### config.mk
export PLATFORM = sky130hd
export DESIGN_NAME = murmur2_word_stream_hash
export DESIGN_NICKNAME = d
export VERILOG_FILES = /design/src/sv/mwsh_pkg.sv /design/src/sv/mwsh_ctrl.sv /design/src/sv/mwsh_datapath.sv /design/src/sv/murmur2_word_stream_hash.sv
export SDC_FILE = /design/constraint.sdc
export NUM_CORES = 1
export LEC_CHECK = 0
export BUFFER_PORTS_ARGS = -buffer_cell sky130_fd_sc_hd__buf_2
export CAP_MARGIN = 20
export CORE_MARGIN = 10
export CORE_UTILIZATION = 45
export CTS_BUF_LIST = sky130_fd_sc_hd__clkbuf_2
export DETAILED_ROUTE_END_ITERATION = 6
export PLACE_DENSITY = 0.64
export SKIP_LAST_GASP = 1
export SYNTH_ARGS = -nofsm -noshare
export SYNTH_HDL_FRONTEND = slang
export SYNTH_SLANG_ARGS = --single-unit
export TNS_END_PERCENT = 20
### constraint.sdc
create_clock -name clk -period 9.7 [get_ports clk]
set_clock_uncertainty 0.15 [all_clocks]
set_input_delay 0.485 -clock clk [delete_from_list [all_inputs] [get_ports clk]]
set_output_delay 0.485 -clock clk [all_outputs]
set_load 0.01 [all_outputs]
### src/sv/mwsh_pkg.sv
// Shared types, constants and helpers for the MurmurHash2 word stream hash.
// Used by the controller and the datapath; depends on nothing.
`timescale 1ns / 1ps
`default_nettype none

package mwsh_pkg;

  localparam logic [31:0] MIX_MUL     = 32'h5bd1_e995;
  localparam int unsigned MIX_SHIFT   = 24;
  localparam int unsigned FIN_SHIFT_A = 13;
  localparam int unsigned FIN_SHIFT_B = 15;

  localparam int unsigned IN_TDATA_W  = 72;
  localparam int unsigned OUT_TDATA_W = 32;

  typedef enum logic [1:0] {
    CLS_NONE,
    CLS_TAIL,
    CLS_FULL
  } word_class_t;

  typedef enum logic [2:0] {
    SRC_WORD,
    SRC_KMIX,
    SRC_HASH,
    SRC_HTAIL,
    SRC_HFIN
  } mul_src_t;

  typedef enum logic [1:0] {
    DST_NONE,
    DST_K,
    DST_H,
    DST_H_XK
  } mul_dst_t;

  typedef enum logic [2:0] {
    ST_IDLE,
    ST_K1,
    ST_K2,
    ST_H,
    ST_TAIL,
    ST_FIN,
    ST_EMIT
  } state_t;

  typedef struct packed {
    logic     take;
    mul_src_t src;
    mul_dst_t dst;
    logic     emit;
  } cmd_t;

  typedef struct packed {
    word_class_t in_cls;
    logic        in_last;
    logic        last;
    logic        out_full;
  } status_t;

  function automatic word_class_t classify(input logic [2:0] count);
    word_class_t cls;
    if (count == 3'd0) begin
      cls = CLS_NONE;
    end else if (count >= 3'd4) begin
      cls = CLS_FULL;
    end else begin
      cls = CLS_TAIL;
    end
    return cls;
  endfunction

  // Keeps the valid bytes of a partial word (one to three bytes).
  function automatic logic [31:0] tail_mask(input logic [2:0] count);
    logic [31:0] mask;
    unique case (count)
      3'd1:    mask = 32'h0000_00ff;
      3'd2:    mask = 32'h0000_ffff;
      3'd3:    mask = 32'h00ff_ffff;
      default: mask = 32'hffff_ffff;
    endcase
    return mask;
  endfunction

endpackage

`default_nettype wire

### src/sv/mwsh_ctrl.sv
// Sequencer for the MurmurHash2 word stream hash.
// Depends on mwsh_pkg; drives the datapath through cmd_t and reads status_t.
`timescale 1ns / 1ps
`default_nettype none

module mwsh_ctrl
  import mwsh_pkg::*;
(
  input  wire logic    clk,
  input  wire logic    rst,
  input  wire logic    s_axis_tvalid,
  output logic         s_axis_tready,
  input  wire logic    m_axis_tready,
  input  wire status_t status,
  output cmd_t         cmd
);

  state_t state;
  state_t state_next;

  always_ff @(posedge clk) begin
    if (rst) begin
      state <= ST_IDLE;
    end else begin
      state <= state_next;
    end
  end

  always_comb begin
    state_next = state;
    unique case (state)
      ST_IDLE: begin
        if (s_axis_tvalid) begin
          unique case (status.in_cls)
            CLS_FULL: state_next = ST_K1;
            CLS_TAIL: state_next = ST_TAIL;
            default:  state_next = status.in_last ? ST_FIN : ST_IDLE;
          endcase
        end
      end
      ST_K1:   state_next = ST_K2;
      ST_K2:   state_next = ST_H;
      ST_H:    state_next = status.last ? ST_FIN : ST_IDLE;
      ST_TAIL: state_next = status.last ? ST_FIN : ST_IDLE;
      ST_FIN:  state_next = ST_EMIT;
      ST_EMIT: begin
        if (!status.out_full || m_axis_tready) begin
          state_next = ST_IDLE;
        end
      end
      default: state_next = ST_IDLE;
    endcase
  end

  always_comb begin
    s_axis_tready = 1'b0;
    cmd.take      = 1'b0;
    cmd.src       = SRC_WORD;
    cmd.dst       = DST_NONE;
    cmd.emit      = 1'b0;
    unique case (state)
      ST_IDLE: begin
        s_axis_tready = 1'b1;
        cmd.take      = s_axis_tvalid;
      end
      ST_K1: begin
        cmd.src = SRC_WORD;
        cmd.dst = DST_K;
      end
      ST_K2: begin
        cmd.src = SRC_KMIX;
        cmd.dst = DST_K;
      end
      ST_H: begin
        cmd.src = SRC_HASH;
        cmd.dst = DST_H_XK;
      end
      ST_TAIL: begin
        cmd.src = SRC_HTAIL;
        cmd.dst = DST_H;
      end
      ST_FIN: begin
        cmd.src = SRC_HFIN;
        cmd.dst = DST_K;
      end
      ST_EMIT: begin
        cmd.emit = !status.out_full || m_axis_tready;
      end
      default: begin
        cmd.take = 1'b0;
      end
    endcase
  end

endmodule

`default_nettype wire

### src/sv/mwsh_datapath.sv
// Datapath of the MurmurHash2 word stream hash: seed, running hash,
// one shared 32x32 multiplier and the output register. Depends on mwsh_pkg.
`timescale 1ns / 1ps
`default_nettype none

module mwsh_datapath
  import mwsh_pkg::*;
(
  input  wire logic                   clk,
  input  wire logic                   rst,
  input  wire logic                   cfg_valid,
  input  wire logic [31:0]            cfg_data,
  input  wire logic [IN_TDATA_W-1:0]  s_axis_tdata,
  input  wire logic                   s_axis_tlast,
  input  wire logic                   s_axis_tuser,
  input  wire logic                   m_axis_tready,
  output logic                        m_axis_tvalid,
  output logic [OUT_TDATA_W-1:0]      m_axis_tdata,
  input  wire cmd_t                   cmd,
  output status_t                     status
);

  logic [31:0] in_word;
  logic [2:0]  in_count;
  logic [31:0] in_length;
  word_class_t in_cls;

  logic [31:0] seed;
  logic [31:0] running_hash;
  logic [31:0] word;
  logic [31:0] k;
  logic        last;

  logic [31:0] mul_a;
  logic [31:0] product;

  assign in_word   = s_axis_tdata[31:0];
  assign in_count  = s_axis_tdata[34:32];
  assign in_length = s_axis_tdata[66:35];
  assign in_cls    = classify(in_count);

  always_ff @(posedge clk) begin
    if (rst) begin
      seed <= '0;
    end else if (cfg_valid) begin
      seed <= cfg_data;
    end
  end

  // The operand is pre-masked on entry, so the tail step is a plain XOR.
  always_ff @(posedge clk) begin
    if (cmd.take) begin
      word <= in_word & tail_mask(in_count);
    end
  end

  always_ff @(posedge clk) begin
    if (rst) begin
      last <= 1'b0;
    end else if (cmd.take) begin
      last <= s_axis_tlast;
    end
  end

  always_comb begin
    unique case (cmd.src)
      SRC_WORD:  mul_a = word;
      SRC_KMIX:  mul_a = k ^ (k >> MIX_SHIFT);
      SRC_HASH:  mul_a = running_hash;
      SRC_HTAIL: mul_a = running_hash ^ word;
      SRC_HFIN:  mul_a = running_hash ^ (running_hash >> FIN_SHIFT_A);
      default:   mul_a = word;
    endcase
  end

  // Only the low 32 bits of the product are ever needed.
  assign product = mul_a * MIX_MUL;

  always_ff @(posedge clk) begin
    if (cmd.dst == DST_K) begin
      k <= product;
    end
  end

  always_ff @(posedge clk) begin
    if (rst) begin
      running_hash <= '0;
    end else if (cmd.take && s_axis_tuser) begin
      running_hash <= seed ^ in_length;
    end else if (cmd.dst == DST_H) begin
      running_hash <= product;
    end else if (cmd.dst == DST_H_XK) begin
      running_hash <= product ^ k;
    end
  end

  always_ff @(posedge clk) begin
    if (rst) begin
      m_axis_tvalid <= 1'b0;
    end else if (cmd.emit) begin
      m_axis_tvalid <= 1'b1;
    end else if (m_axis_tready) begin
      m_axis_tvalid <= 1'b0;
    end
  end

  always_ff @(posedge clk) begin
    if (cmd.emit) begin
      m_axis_tdata <= k ^ (k >> FIN_SHIFT_B);
    end
  end

  assign status.in_cls   = in_cls;
  assign status.in_last  = s_axis_tlast;
  assign status.last     = last;
  assign status.out_full = m_axis_tvalid;

endmodule

`default_nettype wire

### src/sv/murmur2_word_stream_hash.sv
// Top level of the MurmurHash2 word stream hash: controller plus datapath.
// Depends on mwsh_pkg, mwsh_ctrl and mwsh_datapath.
//
//   Channel   Direction  Handshake                       Payload
//   cfg       in         cfg_valid / cfg_ready           cfg_data = seed
//   s_axis    in         s_axis_tvalid / s_axis_tready   tdata, tlast, tuser
//   m_axis    out        m_axis_tvalid / m_axis_tready   tdata = hash_value
//
// A word is taken while idle, then a full word runs through states K1, K2 and
// H on the shared 32x32 multiplier, a partial word through TAIL, and an empty
// word through none. A last word adds the finalization multiply (FIN) and
// the output register load (EMIT).
// The multiplier is the single shared unit, so these steps run in turn.
// Reset (rst, synchronous, active high) clears the seed and the running hash
// to zero and empties the output register. The seed port is always ready.
// A stalled output holds its hash; the next word is still accepted meanwhile,
// and the block waits only when a new hash is ready while the old one waits.
`timescale 1ns / 1ps
`default_nettype none

module murmur2_word_stream_hash
  import mwsh_pkg::*;
(
  input  wire logic                   clk,
  input  wire logic                   rst,
  // Seed register write.
  input  wire logic                   cfg_valid,
  output logic                        cfg_ready,
  input  wire logic [31:0]            cfg_data,
  // Input words. tdata from bit 0: data_word[31:0], byte_count[34:32],
  // message_length[66:35], zero padding[71:67].
  input  wire logic                   s_axis_tvalid,
  output logic                        s_axis_tready,
  input  wire logic [IN_TDATA_W-1:0]  s_axis_tdata,
  // tlast: last_word.
  input  wire logic                   s_axis_tlast,
  // tuser: first_word.
  input  wire logic                   s_axis_tuser,
  // Results. tdata from bit 0: hash_value[31:0].
  output logic                        m_axis_tvalid,
  input  wire logic                   m_axis_tready,
  output logic [OUT_TDATA_W-1:0]      m_axis_tdata
);

  cmd_t    cmd;
  status_t status;

  // The seed can be written in any cycle; writes are expected while idle.
  assign cfg_ready = 1'b1;

  mwsh_ctrl u_ctrl (
    .clk           (clk),
    .rst           (rst),
    .s_axis_tvalid (s_axis_tvalid),
    .s_axis_tready (s_axis_tready),
    .m_axis_tready (m_axis_tready),
    .status        (status),
    .cmd           (cmd)
  );

  mwsh_datapath u_datapath (
    .clk           (clk),
    .rst           (rst),
    .cfg_valid     (cfg_valid),
    .cfg_data      (cfg_data),
    .s_axis_tdata  (s_axis_tdata),
    .s_axis_tlast  (s_axis_tlast),
    .s_axis_tuser  (s_axis_tuser),
    .m_axis_tready (m_axis_tready),
    .m_axis_tvalid (m_axis_tvalid),
    .m_axis_tdata  (m_axis_tdata),
    .cmd           (cmd),
    .status        (status)
  );

endmodule

`default_nettype wire

==> flow_summary.yaml <==
status:
  status: "completed"
min_path:
  hold_path_startpoint: "s_axis_tdata[51]"
  hp-class: "in -> reg"
  whs_path_depth: 5
  hold_end: "u_datapath.running_hash[16]"
place:
  dpl.hpwl_um: 42600
  globalplace.congestion: 0.947
  portBuffers: 139
  pre_cts_ws_ns: 0.895
  placed_cells: 2495
timing:
  period_share_pct: 92.0
  period_needed_ns: 8.92
  slew_headroom_pct: 34.8
  fmax_mhz: 112
  hold_viol: 0
  tns_ns: 0
  setup_viol: 0
  drv_slew: 0
  setup_ws_ns: 0.779
  rsz0062_at_grt: "false"
  tightest_slew_ns: 0.974
critical_path:
  slowest_stage: "dfxtp_2"
  crit_start: "u_ctrl.state[1]"
  crit_path_max_fanout: 26
  reg2reg_slack_ns: 0.78
  path_class: "reg -> reg"
  crit_family: "adder cells"
  timing.rr.end: "u_datapath.running_hash[27]"
  required_ns: 10.20
  endpoint_kind: "register"
  start_kind: "register"
  cp.arrival_ns: 9.42
  critPathBufInv: 7
  slowest_delay_ns: 0.72
  reg2reg_depth: 28
  cpMostUsedCell: "fa_1"
  path_depth: 28
  r2r_start: "u_ctrl.state[1]"
clocking:
  cts_num_sinks: 165
  clkLatencyLatePin_ns: 0.79
  cts_resized: 0
  clock_path_buffers: 2
  numCtsBuffers: 17
  cts_tree: "done"
  h-tree-depth: 4
  root_buffer: "clkbuf_2"
  clk_pin_slew_ns: 0.28
drt:
  wl_met1_um: 22800
  first_iter_violations: 1250
  wl_met2_um: 26100
  wl_per_cell_um: 20.9
  drt-vias-per-instance: 5.45
  met3_length_um: 3960
  firstDrtPassIters: 7
  ant_nets: 0
  route.detailed.drc: 0
  top_layer: "met5"
  vias: 14300
  routed_wl_um: 54600
floorplanning:
  die_x_um: 217
  ioPinCount: 146
  placementRows: 72
  initial_utilization_pct: 45.4
  die_area_sq_um: 47300
  coreArea_sq_um: 38600
  floorplan.die.height_um: 217
synth:
  yosys.area_share.simple_pct: 9.41
  ys_ff_latch: 165
  synth_area_sq_um: 17500
  synthesis.nets: 2368
  synthDistinctLibCells: 69
  syn_area_per_cell_sq_um: 9.43
  synthAdderAreaFrac_pct: 36.0
  synthArstFlopShare_pct: 0
  synthFlopType: "edfxtp_1"
  synth_top_family_by_area: "adder cells"
  synth_xor_area_share_pct: 6.72
  yosys_warnings: 0
  syn_inst: 1860
  synth-compound-area-share_pct: 11.7
  synthMuxAreaShare_pct: 2.30
  ys_seq_area_share_pct: 24.3
  synth_edf_count: 96
finish:
  utilization_pct: 51.9
  regArea_sq_um: 4270
  drive_above_1_share_pct: 11.1
  nFillCells: 3485
  syn_to_final_growth_pct: 14.4
  final_cells: 2615
  multi_input_area_sq_um: 11600
  layout.nets: 2590
global_route:
  antenna_found_initial: 6
  gr-total-overflow: 0
  grt_pass1_vias: 14300
  grt_usage_pct: 23.2
  grt_pass1_wl_um: 84400
  grt_max_degree: 72
run:
  maxCapViolCount: 0
logic make-up after synthesis:
family,after synthesis
adder cells (fa/ha/maj),397
buffers and inverters,441
AO/OA/AOI/OAI,330
other,1
flip-flops,165
multiplexers,40
XOR/XNOR,124
AND/OR/NAND/NOR,362
metal layers:
| layer | global-route usage (%) | up-vias |
|---|---|---|
| met5 | 0 | - |
| met4 | 7.08 | 2 |
| met3 | 3.66 | 101 |
| met2 | 38.5 | 551 |
| met1 | 30.4 | 7029 |
| li1 | - | 6574 |
cell usage in the layout, fill, tap and decap left out, drive strengths merged, types with 70 or more instances in the layout:
cell           n
a21oi         85
buf          181
dlygate4sd3   86
edfxtp        96
fa           181
ha           216
inv          385
nand2        102
nor2         145
o21ai        109
xnor2         70
metrics by stage:
stage / area [sq um] / hold slack (ns)
4_1_cts: 20100 / 0.00592
6_report: 20100 / 0.0563
3_5_place_dp: 19000 / 0.358
5_1_grt: 20100 / 0.0245
3_3_place_gp: 19000 / 0.345
2_1_floorplan: 17500 / 0.331
cell type report:
cell class	instances	share of cell area [%]
Antenna cell	2	0.0249
Timing Repair Buffer	267	9.33
Multi-Input combinational cell	1254	57.9
Inverter	377	7.05
Clock inverter	14	0.761
Tap cell	518	3.23
Clock buffer	18	0.449
Sequential cell	165	21.3
cells in the mapped netlist, types with 5 or more instances:
cell	number	share of area [%]
a311oi_1	9	0.45
nand3_1	30	0.86
fa_1	181	21
edfxtp_1	96	16
nand2_1	102	2.2
inv_1	377	8.1
dfxtp_1	69	7.9
mux2i_1	38	2.2
buf_2	7	0.20
nor2_1	142	3.0
a21o_1	13	0.56
xnor2_1	69	3.4
o21ai_1	5	0.14
o221ai_1	6	0.30
nand2b_1	7	0.25
a221oi_1	15	0.75
xor2_1	48	2.4
ha_1	216	15
a21oi_1	85	2.4
clkbuf_1	42	0.90
a32oi_1	7	0.35
nand3b_1	13	0.56
nor2b_1	23	0.82
a31oi_1	29	1.0
and2_1	10	0.36
o21ai_0	104	3.0
a211oi_1	9	0.38
nor3_1	8	0.23
o211ai_1	8	0.34
buf_1	12	0.26
registers in the layout (all words and copies together), names as in the netlist:
register	count
u_datapath.running_hash	32
u_datapath.word	32
u_datapath.m_axis_tdata	32
u_ctrl.state	3
u_datapath.m_axis_tvalid	1
u_datapath.seed	32
u_datapath.last	1
u_datapath.k	32
worst register-to-register path, delay by kind of cell, from the launching register on:
family	cells	cell delay, ns
AOI/OAI and AO/OA	8	2.09
xor gates and xnor gates	1	0.37
adders and majority gates	8	3.66
buffers and inverters	7	0.78
DFF	1	0.72
muxes	1	0.31
and+or+nand+nor	3	0.69
timing repair:
item | CTS | global route
hold buffers | 86 | 0
hold endpoints to repair | 87 | 0
setup buffers | 0 | 0
worst max-delay path by stage:
stage | endpoint | slack (ns)
2_1_floorplan | u_datapath.running_hash[22] | 0.89
3_3_place_gp | u_datapath.running_hash[27] | 0.95
3_5_place_dp | u_datapath.running_hash[22] | 0.89
4_1_cts | u_datapath.running_hash[27] | 0.81
5_1_grt | u_datapath.running_hash[27] | 0.20
6_report | u_datapath.running_hash[27] | 0.78
Power is not shown: default switching activity piles up to over one toggle a cycle in this logic, so the estimate is an artifact.
